**src/rtl/rcfsp_pkg.sv**
```systemverilog
// ----------------------------------------------------------------------------
// rcfsp_pkg
// Shared types and constants of the RC frame setpoint parser.
// ----------------------------------------------------------------------------
`default_nettype none

package rcfsp_pkg;

   // frame position counter
   localparam int unsigned POS_W = 4;

   // frame bytes
   localparam logic [7:0] START_BYTE = 8'h24;   // '$'
   localparam logic [7:0] FRAME_ID   = 8'd150;

   // captured bytes: positions FIRST_CAPTURE .. FIRST_CAPTURE+CAPTURE_COUNT-1
   localparam logic [POS_W-1:0] FIRST_CAPTURE = 4'd4;
   localparam int unsigned      CAPTURE_COUNT = 5;
   localparam int unsigned      CAP_ID        = 0;
   localparam int unsigned      CAP_ROLL      = 1;
   localparam int unsigned      CAP_PITCH     = 2;
   localparam int unsigned      CAP_YAW       = 3;
   localparam int unsigned      CAP_THROTTLE  = 4;

   // setpoint math
   localparam logic signed [11:0] STICK_CENTER   = 12'sd125;
   localparam logic signed [17:0] SETPOINT_LIMIT = 18'sd19040;

   // register indexes
   localparam int unsigned      CSR_IDX_W      = 2;
   localparam logic [CSR_IDX_W-1:0] CSR_BASE_ROLL  = 2'd0;
   localparam logic [CSR_IDX_W-1:0] CSR_BASE_PITCH = 2'd1;
   localparam logic [CSR_IDX_W-1:0] CSR_BASE_YAW   = 2'd2;

   // completed frame, stick bytes as captured
   typedef struct packed {
      logic       emit;
      logic [7:0] throttle;
      logic [7:0] roll_stick;
      logic [7:0] pitch_stick;
      logic [7:0] yaw_stick;
   } frame_event_type;

   // one result item
   typedef struct packed {
      logic [7:0]         throttle_cmd;
      logic signed [15:0] roll_setpoint;
      logic signed [15:0] pitch_setpoint;
      logic signed [15:0] yaw_setpoint;
   } result_type;

endpackage

`default_nettype wire

```
**src/rtl/rcfsp_frame_tracker.sv**
```systemverilog
// ----------------------------------------------------------------------------
// rcfsp_frame_tracker
// Frame position counter and capture registers; flags a complete frame.
// ----------------------------------------------------------------------------
`default_nettype none

module rcfsp_frame_tracker
   import rcfsp_pkg::*;
#(
   parameter int LAST_POS = 10
) (
   input  wire logic            clock,
   input  wire logic            reset,
   input  wire logic            byte_accept,
   input  wire logic [7:0]      rx_byte,
   output frame_event_type      frame_event
);

   localparam logic [POS_W-1:0] LastPosC = POS_W'(LAST_POS);

   logic [POS_W-1:0] pos_ff, pos_in, pos_inc;
   logic [7:0]       cap_ff [CAPTURE_COUNT];
   logic [7:0]       cap_in [CAPTURE_COUNT];
   logic             advance;

   assign pos_inc = pos_ff + 1'b1;
   assign advance = byte_accept && (rx_byte != START_BYTE) && (pos_ff <= LastPosC);

   always_comb begin
      pos_in = pos_ff;
      for (int i = 0; i < CAPTURE_COUNT; i++) begin
         cap_in[i] = cap_ff[i];
      end
      if (byte_accept && (rx_byte == START_BYTE)) begin
         pos_in = '0;
      end else if (advance) begin
         pos_in = pos_inc;
         for (int i = 0; i < CAPTURE_COUNT; i++) begin
            if (pos_inc == FIRST_CAPTURE + POS_W'(i)) begin
               cap_in[i] = rx_byte;
            end
         end
      end
   end

   // next capture values feed the event so a short frame sees its last byte
   always_comb begin
      frame_event.emit        = advance && (pos_inc == LastPosC)
                                && (cap_in[CAP_ID] == FRAME_ID);
      frame_event.throttle    = cap_in[CAP_THROTTLE];
      frame_event.roll_stick  = cap_in[CAP_ROLL];
      frame_event.pitch_stick = cap_in[CAP_PITCH];
      frame_event.yaw_stick   = cap_in[CAP_YAW];
   end

   always_ff @(posedge clock) begin
      if (reset) begin
         pos_ff <= '0;
      end else begin
         pos_ff <= pos_in;
      end
   end

   always_ff @(posedge clock) begin
      for (int i = 0; i < CAPTURE_COUNT; i++) begin
         cap_ff[i] <= cap_in[i];
      end
   end

endmodule

`default_nettype wire

```
**src/rtl/rcfsp_setpoint_calc.sv**
```systemverilog
// ----------------------------------------------------------------------------
// rcfsp_setpoint_calc
// Stick bytes to saturated attitude setpoints in centidegrees.
// ----------------------------------------------------------------------------
`default_nettype none

module rcfsp_setpoint_calc
   import rcfsp_pkg::*;
(
   input  wire frame_event_type     frame_event,
   input  wire logic signed [15:0]  base_roll,
   input  wire logic signed [15:0]  base_pitch,
   input  wire logic signed [15:0]  base_yaw,
   output result_type               result
);

   // base +/- (stick - 125) * 8, clamped to +/-19040
   function automatic logic signed [15:0] calc_setpoint(
      input logic signed [15:0] base,
      input logic [7:0]         stick,
      input logic               negate
   );
      logic signed [11:0] diff;
      logic signed [11:0] delta;
      logic signed [17:0] base_x;
      logic signed [17:0] delta_x;
      logic signed [17:0] sum;
      logic signed [15:0] sp;
      diff    = $signed({4'b0000, stick}) - STICK_CENTER;
      delta   = {diff[8:0], 3'b000};
      base_x  = {{2{base[15]}}, base};
      delta_x = {{6{delta[11]}}, delta};
      sum     = negate ? (base_x - delta_x) : (base_x + delta_x);
      if (sum > SETPOINT_LIMIT) begin
         sp = SETPOINT_LIMIT[15:0];
      end else if (sum < -SETPOINT_LIMIT) begin
         sp = 16'(-SETPOINT_LIMIT);
      end else begin
         sp = sum[15:0];
      end
      return sp;
   endfunction

   always_comb begin
      result.throttle_cmd   = frame_event.throttle;
      result.roll_setpoint  = calc_setpoint(base_roll,  frame_event.roll_stick,  1'b1);
      result.pitch_setpoint = calc_setpoint(base_pitch, frame_event.pitch_stick, 1'b0);
      result.yaw_setpoint   = calc_setpoint(base_yaw,   frame_event.yaw_stick,   1'b1);
   end

endmodule

`default_nettype wire

```
**src/rtl/rcfsp_out_buffer.sv**
```systemverilog
// ----------------------------------------------------------------------------
// rcfsp_out_buffer
// Result register plus skid entry between the parser and the result channel.
// ----------------------------------------------------------------------------
`default_nettype none

module rcfsp_out_buffer
   import rcfsp_pkg::*;
(
   input  wire logic        clock,
   input  wire logic        reset,
   input  wire logic        in_valid,
   input  wire result_type  in_result,
   output logic             full,
   output logic             out_valid,
   output result_type       out_result,
   input  wire logic        out_stall
);

   logic       out_valid_ff, out_valid_in;
   logic       skid_valid_ff, skid_valid_in;
   result_type out_ff, out_in;
   result_type skid_ff, skid_in;
   logic       out_free;

   // out register can load when empty or drained this cycle
   assign out_free = !out_valid_ff || !out_stall;

   always_comb begin
      out_valid_in  = out_valid_ff;
      skid_valid_in = skid_valid_ff;
      out_in        = out_ff;
      skid_in       = skid_ff;
      if (out_free) begin
         if (skid_valid_ff) begin
            out_valid_in  = 1'b1;
            out_in        = skid_ff;
            skid_valid_in = 1'b0;
         end else begin
            out_valid_in = in_valid;
            out_in       = in_result;
         end
      end else if (in_valid) begin
         skid_valid_in = 1'b1;
         skid_in       = in_result;
      end
   end

   always_ff @(posedge clock) begin
      if (reset) begin
         out_valid_ff  <= 1'b0;
         skid_valid_ff <= 1'b0;
      end else begin
         out_valid_ff  <= out_valid_in;
         skid_valid_ff <= skid_valid_in;
      end
   end

   always_ff @(posedge clock) begin
      out_ff  <= out_in;
      skid_ff <= skid_in;
   end

   assign full       = skid_valid_ff;
   assign out_valid  = out_valid_ff;
   assign out_result = out_ff;

endmodule

`default_nettype wire

```
**src/rtl/rc_frame_setpoint_parser_core.sv**
```systemverilog
// ----------------------------------------------------------------------------
// rc_frame_setpoint_parser_core
// RC frame parser: serial bytes in, throttle and attitude setpoints out.
// ----------------------------------------------------------------------------
// Usage:
//  - req_ channel: one received byte per transfer (req_valid/req_stall).
//    A '$' byte restarts the frame; the next bytes step the frame position,
//    positions 4..8 are captured, and at position LAST_POS a frame whose
//    position-4 byte is 150 yields one rsp_ transfer. Bytes past LAST_POS
//    are dropped until the next '$'.
//  - rsp_ channel: throttle plus roll/pitch/yaw setpoints in centidegrees,
//    each = base -/+ (stick - 125) * 8, clamped to +/-19040.
//  - csr_ port: write base_roll (0), base_pitch (1), base_yaw (2) only while
//    idle; other indexes are ignored.
//  - The closing byte's result loads the result register, or the skid
//    entry while that register is stalled. Throughput: one byte per cycle
//    while req_stall is low; all parsing and setpoint math is combinational.
//  - Stall: a stalled result is held; a second result parks in a skid entry
//    and req_stall rises only while that entry is occupied.
//  - Reset: frame position, valid flags and base registers clear to zero.
// ----------------------------------------------------------------------------
`default_nettype none

module rc_frame_setpoint_parser_core
   import rcfsp_pkg::*;
#(
   parameter int LAST_POS = 10
) (
   input  wire logic                 clock,
   input  wire logic                 reset,
   // configuration
   input  wire logic                 csr_we,
   input  wire logic [CSR_IDX_W-1:0] csr_index,
   input  wire logic [15:0]          csr_wdata,
   // byte input
   input  wire logic                 req_valid,
   output logic                      req_stall,
   input  wire logic [7:0]           req_rx_byte,
   // results
   output logic                      rsp_valid,
   input  wire logic                 rsp_stall,
   output logic [7:0]                rsp_throttle_cmd,
   output logic signed [15:0]        rsp_roll_setpoint,
   output logic signed [15:0]        rsp_pitch_setpoint,
   output logic signed [15:0]        rsp_yaw_setpoint
);

   logic signed [15:0] base_roll_ff, base_pitch_ff, base_yaw_ff;
   logic signed [15:0] base_roll_in, base_pitch_in, base_yaw_in;
   logic               byte_accept;
   logic               buf_full;
   frame_event_type    frame_event;
   result_type         calc_result;
   result_type         rsp_result;

   // ---- calibration registers ----
   always_comb begin
      base_roll_in  = base_roll_ff;
      base_pitch_in = base_pitch_ff;
      base_yaw_in   = base_yaw_ff;
      if (csr_we) begin
         unique case (csr_index)
            CSR_BASE_ROLL:  base_roll_in  = csr_wdata;
            CSR_BASE_PITCH: base_pitch_in = csr_wdata;
            CSR_BASE_YAW:   base_yaw_in   = csr_wdata;
            default: ;      // unmapped index, write dropped
         endcase
      end
   end

   always_ff @(posedge clock) begin
      if (reset) begin
         base_roll_ff  <= '0;
         base_pitch_ff <= '0;
         base_yaw_ff   <= '0;
      end else begin
         base_roll_ff  <= base_roll_in;
         base_pitch_ff <= base_pitch_in;
         base_yaw_ff   <= base_yaw_in;
      end
   end

   // ---- input handshake ----
   // stall only while the skid entry holds a result
   assign req_stall   = buf_full;
   assign byte_accept = req_valid && !req_stall;

   // ---- frame tracking ----
   rcfsp_frame_tracker #(
      .LAST_POS (LAST_POS)
   ) u_tracker (
      .clock       (clock),
      .reset       (reset),
      .byte_accept (byte_accept),
      .rx_byte     (req_rx_byte),
      .frame_event (frame_event)
   );

   // ---- setpoint math ----
   rcfsp_setpoint_calc u_calc (
      .frame_event (frame_event),
      .base_roll   (base_roll_ff),
      .base_pitch  (base_pitch_ff),
      .base_yaw    (base_yaw_ff),
      .result      (calc_result)
   );

   // ---- result register and skid ----
   rcfsp_out_buffer u_out (
      .clock      (clock),
      .reset      (reset),
      .in_valid   (frame_event.emit),
      .in_result  (calc_result),
      .full       (buf_full),
      .out_valid  (rsp_valid),
      .out_result (rsp_result),
      .out_stall  (rsp_stall)
   );

   assign rsp_throttle_cmd   = rsp_result.throttle_cmd;
   assign rsp_roll_setpoint  = rsp_result.roll_setpoint;
   assign rsp_pitch_setpoint = rsp_result.pitch_setpoint;
   assign rsp_yaw_setpoint   = rsp_result.yaw_setpoint;

endmodule

`default_nettype wire
```
**config.mk**
```make
export PLATFORM = sky130hd
export DESIGN_NAME = rc_frame_setpoint_parser_core
export DESIGN_NICKNAME = d
export VERILOG_FILES = /design/src/rtl/rcfsp_pkg.sv /design/src/rtl/rcfsp_frame_tracker.sv /design/src/rtl/rcfsp_setpoint_calc.sv /design/src/rtl/rcfsp_out_buffer.sv /design/src/rtl/rc_frame_setpoint_parser_core.sv
export SDC_FILE = /design/constraint.sdc
export NUM_CORES = 1
export LEC_CHECK = 0
export BUFFER_PORTS_ARGS = -buffer_cell sky130_fd_sc_hd__buf_2
export CORE_MARGIN = 3
export CORE_UTILIZATION = 57
export DETAILED_ROUTE_END_ITERATION = 6
export HOLD_SLACK_MARGIN = 0.1
export PLACE_DENSITY = 0.76
export SYNTH_ARGS = -nofsm -noshare
export SYNTH_HDL_FRONTEND = slang
export SYNTH_SLANG_ARGS = --single-unit
export TNS_END_PERCENT = 1
```
**constraint.sdc**
```tcl
create_clock -name clock -period 9.7 [get_ports clock]
set_input_delay 2.91 -clock clock [delete_from_list [all_inputs] [get_ports clock]]
set_output_delay 2.91 -clock clock [all_outputs]
set_load 0.01 [all_outputs]
```
==> results of run 1 <==
worst reg2reg max path, stage by stage, from the launching register on:
cell and delay (ns):
dfxtp_1 0.34, inv_1 0.12, ha_1 0.17, nor2b_1 0.05
o21ai_1 0.15, nand3_1 0.22, or4b_1 0.87, mux2i_1 0.25
ha_1 0.27, or2_1 0.27, o21ai_0 0.53, ha_1 0.47
a21oi_1 0.30, a21boi_0 0.14, o22a_1 0.21, or4_1 0.62
o21a_1 0.18, a31oi_1 0.23, and2_1 0.45, o31ai_1 0.13
layer usage:
metal	track usage	routed length [um]	vias to the layer above
met4	0.05820	493	0
met3	0.02514	1484	39
met2	0.3895	12620	268
met1	0.3339	11790	4323
li1	-	-	4424
met5	0	0	-
worst max-delay path by stage:
stage / start / end / slack [ns] / cells past startpoint
after floorplan: req_rx_byte[5] / u_out.out_result[10] / 1.70 / 23
after global placement: req_rx_byte[0] / u_out.out_result[10] / 1.11 / 18
after detailed placement: req_rx_byte[0] / u_out.out_result[10] / 1.01 / 18
after CTS: req_rx_byte[0] / u_out.out_result[10] / 1.49 / 18
after global routing: req_rx_byte[0] / u_out.skid_ff[37] / 0.94 / 19
final: req_rx_byte[0] / u_out.out_result[10] / 1.43 / 18
through the flow:
stage	util	worst slack (ns)	instance area [um2]	total power, mW	hold slack, ns
after floorplan	-	1.702	11460	1.903	0.4363
after global placement	0.6172	1.111	12090	2.142	0.4441
after detailed placement	0.6172	1.006	12090	2.161	0.4496
after CTS	0.6528	1.489	12790	2.978	0.4579
after global routing	0.6528	0.9445	12790	3.137	0.4760
final	0.6528	1.426	12790	2.968	0.4557
sequential cells by signal (all words and copies together) (netlist names), 4 cells and up:
signal and count:
u_out.out_result 56, u_out.skid_ff 56, u_tracker.cap_ff 40, base_pitch_ff 16, base_roll_ff 16, base_yaw_ff 16
u_tracker.pos_ff 4
cells in the mapped netlist (15+ instances only):
| library cell | n | area (um2) |
|---|---|---|
| o21ai_0 | 33 | 165.2 |
| inv_1 | 41 | 153.9 |
| nand2_1 | 149 | 559.3 |
| xnor2_1 | 26 | 227.7 |
| nor2_1 | 68 | 255.2 |
| mux2i_1 | 25 | 250.2 |
| edfxtp_1 | 112 | 3363 |
| xor2_1 | 15 | 131.4 |
| ha_1 | 49 | 613.1 |
| dfxtp_1 | 94 | 1882 |
| nand3_1 | 26 | 130.1 |
| mux2_2 | 41 | 461.7 |
| nand2b_1 | 18 | 112.6 |
| nor3_1 | 24 | 120.1 |
| a21oi_1 | 92 | 460.4 |
| clkbuf_1 | 40 | 150.1 |
where the power goes:
part	switching (mW)	internal (mW)
combinational	0.623	0.423
sequential	0.0347	1.08
clock	0.333	0.478
kinds of logic after synthesis:
family	after synthesis
compound gates	302
xor+xnor	43
fa+ha+maj	53
buf+inv	96
flops	206
mux	66
simple gates	394
final cells by class:
cell class | count | share of cell area
timing repair buffer | 95 | 0.03855
inverter | 44 | 0.01291
clock buffer | 37 | 0.05342
clock inverter | 3 | 0.001174
sequential | 206 | 0.4102
tap | 265 | 0.02593
multi-input combinational | 858 | 0.4578
==> results.yml, run 1 <==
status:
  status: "complete, no violations"
critical_path:
  slowest_stage: "or4_1"
  reg2reg_depth: 19
  r2r_end: "u_out.out_result[10]"
  cp_num_buf_inv: 1
  critPathCaptureType: "register"
  cp_top_family: "simple AND/OR/NAND/NOR gates"
  regToRegStartpoint: "u_tracker.pos_ff[0]"
  crit_type: "in2reg"
  crit_chain: "buf_2 > nor4b_1 > nand2_1 > nand3_1 > or4b_1 > mux2i_1 > ha_1 > or2_1 > o21ai_0 > ha_1 > a21oi_1 > a21boi_0 > o22a_1 > or4_1 > o21a_1 > a31oi_1 > and2_1 > o31ai_1"
  critPathMaxFanout: 13
  required_ns: 9.94
  slowest_delay_ns: 0.62
  timing.critical_path.mode_cell: "ha_1"
  startpoint_type: "input pin"
  cp.arrival_ns: 8.51
  rrSetupSlack_ns: 3.47
synthesis:
  synth_xor_area_frac: 0.03416
  synth_edf_count: 112
  ys_seq_area_frac: 0.4575
  async_flop_share: 0
  synth_compound_area_frac: 0.1836
  ys_ff_latch: 206
  yosysWarnings: 0
  ys.flop_type: "edfxtp_1"
  synth_area_mm2: 0.01146
  synth_top_family_by_area: "compound AO/OA/AOI/OAI gates"
  synthSimpleGateAreaFrac: 0.1699
  synthAdderAreaFrac: 0.05959
  synth.distinct_cells: 96
  syn_inst: 1160
  avgSynthCellArea_um2: 9.883
  muxShareOfSynthArea: 0.06210
  syn_nets: 1243
detailed_routing:
  viasPerCell: 6.004
  first_iter_violations: 657
  vias: 9054
  routed_wl_um: 26380
  first_pass_iters: 5
  detail-route-antenna-nets: 0
  drcViolationCount: 0
  detail_route.wl_per_cell_um: 17.49
floorplanning:
  initial_utilization: 0.5852
  die_w_um: 147.8
  die_h_um: 147.8
  fp-row-count: 51
  boundaryPins: 89
  die_area_mm2: 0.02185
  core_mm2: 0.01959
clock_network:
  clockBufferDepth: 3
  clk_latency_ns: 0.51
  cts.sinks: 206
  cts.hold.buffers_added: 0
  cts-root-buf: "clkbuf_16"
  cts_buffers: 22
  cts.repair.resized: 0
  post-cts-setup-buffers: 0
  cts_tree: "done"
  h-tree-depth: 1
  path_clk_slew_ns: 0.06
cells_and_area:
  final_cell_mix: "nand2_1 (148), edfxtp_1 (112), dfxtp_1 (93)"
  num-fill-cells: 1554
  area_growth_pct: 11.55
  layout.cells.non_filler: 1508
  nNetsFinal: 1310
  antenna_cells: 0
  final_common_cell: "nand2_1"
  multiInputGateArea_mm2: 0.005854
  area.sequential_mm2: 0.005246
  layout-drive-gt1-share: 0.1689
worst_hold_path:
  hold_path_depth: 2
  whs_endpoint: "base_roll_ff[3]"
  worstHoldStart: "base_roll_ff[3]"
  hold_path.class: "reg2reg"
timing:
  fin_crit_sh: 0.8530
  finalSetupTns_ns: 0
  clock_skew_ns: 0.01080
  fmax_ghz: 0.1209
  setup_viol: 0
  min_period_ns: 8.274
  max_slew.worst_pin.slew_ns: 0.9731
  rsz0062_at_grt: "false"
  max-slew-margin-rel: 0.3484
  hold_viol: 0
  slew_viol_final: 0
flow_run:
  maxCapViolCount: 0
pwr:
  max-vdd-ir-drop_mv: 0.1333
  p_per_area_mw_per_mm2: 232.1
  power_leakage_nw: 5.341
global_routing:
  grt_first_pass_wirelength_um: 42360
  grt_max_degree: 60
  grt_overflow: 0
  grt_pass1_vias: 8321
  grt_use_total: 0.2349
  antenna_found_initial: 0
place:
  gp_congestion: 0.9099
  portBuffers: 88
  dp_hpwl_um: 18790
  place_inst: 1468
(Power assumes the default switching activity.)
==> run 2, diff against run 1 <==
--- a/config.mk
+++ b/config.mk
@@ -5,12 +5,14 @@
 export SDC_FILE = /design/constraint.sdc
 export NUM_CORES = 1
 export LEC_CHECK = 0
+export ABC_AREA = 1
 export BUFFER_PORTS_ARGS = -buffer_cell sky130_fd_sc_hd__buf_2
 export CORE_MARGIN = 3
 export CORE_UTILIZATION = 57
 export DETAILED_ROUTE_END_ITERATION = 6
-export HOLD_SLACK_MARGIN = 0.1
+export HOLD_SLACK_MARGIN = 0.05
 export PLACE_DENSITY = 0.76
+export SKIP_LAST_GASP = 1
 export SYNTH_ARGS = -nofsm -noshare
 export SYNTH_HDL_FRONTEND = slang
 export SYNTH_SLANG_ARGS = --single-unit
==> results.yml, run 2 <==
synthesis:
  synth_top_area_cell: "edfxtp_1"
  yosysWarnings: 0
  synth_most_common_cell: "nand2_1"
  synth_edf_count: 112
  ys.flop_type: "edfxtp_1"
  synth_common_cells: "nand2_1 (493), inv_1 (215), nor2_1 (152)"
  synth.area.top_cells: "edfxtp_1 (29%), dfxtp_1 (16%), nand2_1 (16%)"
  async_flop_share: 0
  synth_top_area_frac: 0.2859
  ys_seq_area_frac: 0.4458
  synth.distinct_cells: 49
  syn_inst: 1542
  ys_ff_latch: 206
  syn_nets: 1625
  synth_area_mm2: 0.01177
  avgSynthCellArea_um2: 7.630
pwr:
  pwr-share-clk: 0.235
  comb_power_share: 0.436
  internal_power_mw: 2.132
  power_leakage_nw: 6.396
  max-vdd-ir-drop_mv: 0.1770
  switching_share: 0.3981
  switchingPower_mw: 1.410
  p_per_area_mw_per_mm2: 271.1
  p_seq_frac: 0.329
clock_network:
  clockBufferDepth: 3
  path_clk_slew_ns: 0.06
  cts_buffers: 22
  cts.sinks: 206
  h-tree-depth: 1
  clk_latency_ns: 0.50
  post-cts-setup-buffers: 0
  cts-root-buf: "clkbuf_16"
  cts_tree: "done"
  cts.repair.resized: 0
  cts.hold.buffers_added: 0
critical_path:
  critPathMaxFanout: 24
  timing.critical_path.mode_cell: "nand2_1"
  critPathCaptureType: "register"
  crit_type: "in2reg"
  required_ns: 9.96
  cp.arrival_ns: 7.10
  slowest_stage: "ha_1"
  startpoint_type: "input pin"
  slowest_delay_ns: 0.41
global_routing:
  grt_max_degree: 63
  grt_overflow: 0
  grt_first_pass_wirelength_um: 43520
  antenna_found_initial: 0
  grt_pass1_vias: 8830
  grt_use_total: 0.2384
detailed_routing:
  detail_route.wl_per_cell_um: 13.88
  first_iter_violations: 498
  first_pass_iters: 5
  vias: 9748
  detail-route-antenna-nets: 0
  drcViolationCount: 0
  routed_wl_um: 26370
  viasPerCell: 5.131
floorplanning:
  core_mm2: 0.01985
  die_h_um: 149.7
  boundaryPins: 89
  die_area_mm2: 0.02240
  initial_utilization: 0.5928
  fp-row-count: 51
  die_w_um: 149.7
cells_and_area:
  antenna_cells: 0
  area_growth_pct: 11.08
  area.sequential_mm2: 0.005246
  nNetsFinal: 1702
  multiInputGateArea_mm2: 0.005436
  num-fill-cells: 1762
  final_common_cell: "nand2_1"
  final_cell_mix: "nand2_1 (492), inv_1 (215), nor2_1 (152)"
  layout-drive-gt1-share: 0.1260
status:
  status: "complete, no violations"
timing:
  whs_ns: 0.4544
  clock_skew_ns: 0.01314
  fin_crit_sh: 0.7053
  fmax_ghz: 0.1462
  min_period_ns: 6.841
  rsz0062_at_grt: "false"
  max-slew-margin-rel: 0.3355
  setup_viol: 0
  slew_viol_final: 0
  finalSetupTns_ns: 0
  hold_viol: 0
  max_slew.worst_pin.slew_ns: 0.9939
place:
  dp_hpwl_um: 20060
  gp_congestion: 0.8883
  portBuffers: 88
flow_run:
  maxCapViolCount: 0
worst_hold_path:
  hold_path.class: "reg2reg"
run 2: cell count changes after synthesis, moves of 26 or more:
cell / before / now
nand2_1: 149 / 493
inv_1: 41 / 215
nor2_1: 68 / 152
nand3_1: 26 / 96
a21oi_1: 92 / 47
mux2_2: 41 / 0
o21ai_0: 33 / 66
nand4_1: 8 / 34
run 2: area by class of cell:
class,instances,area share
clock buffers,26,0.04490
well taps,265,0.02537
inverters,228,0.06616
clock inverters,14,0.01015
flip-flops and latches,206,0.4014
repair buffers,92,0.03600
multi-input cells,1069,0.4160
run 2: logic make-up after synthesis:
kind of cell	after synthesis	share of synthesized area
compound gates	154	0.07593
xor+xnor	24	0.02010
fa+ha+maj	52	0.05722
buf+inv	267	0.09274
flops	206	0.4458
mux	1	0.0008508
simple gates	838	0.3073
run 2: final timing paths:
path | slack, ns | startpoint | end | depth (start not counted)
hold reg to reg | 0.45 | base_yaw_ff[5] | base_yaw_ff[5] | 2
setup reg to reg | 4.84 | u_tracker.pos_ff[0] | u_out.out_result[22] | 31
hold / removal | 0.45 | base_yaw_ff[5] | base_yaw_ff[5] | 2
setup / recovery | 2.86 | req_rx_byte[0] | u_out.out_result[22] | 30
run 2: metrics by stage:
stage	power, mW	utilization	cell area [um2]	setup WS (ns)	cells
after floorplan	2.348	-	11770	1.028	1542
after global placement	2.690	0.6223	12350	2.411	1860
after detailed placement	2.715	0.6223	12350	2.338	1860
after CTS	3.555	0.6585	13070	2.856	1900
after global routing	3.826	0.6585	13070	2.256	1900
final	3.542	0.6585	13070	2.859	1900
run 2: per-layer routing:
layer	wire length, um	track usage	vias to the layer above
met5	0	0	-
met4	552	0.05672	0
met3	1324	0.02604	41
met2	11820	0.3839	221
met1	12670	0.3484	4401
li1	-	-	5085
run 2: critical path: cells and delay by family:
kind	cells	cell delay, ns
AO/OA/AOI/OAI	1	0.17
buffers and inverters	4	0.48
adder cells (fa/ha/maj)	2	0.67
AND/OR/NAND/NOR	23	2.90
run 2: power by group through the flow:
stage / combinational, mW / clock (mW) / sequential [mW]
after floorplan: 1.12 / 0 / 1.23
after global placement: 1.51 / 0 / 1.18
after detailed placement: 1.53 / 0 / 1.18
after CTS: 1.54 / 0.848 / 1.17
after global routing: 1.76 / 0.887 / 1.18
final: 1.54 / 0.834 / 1.16
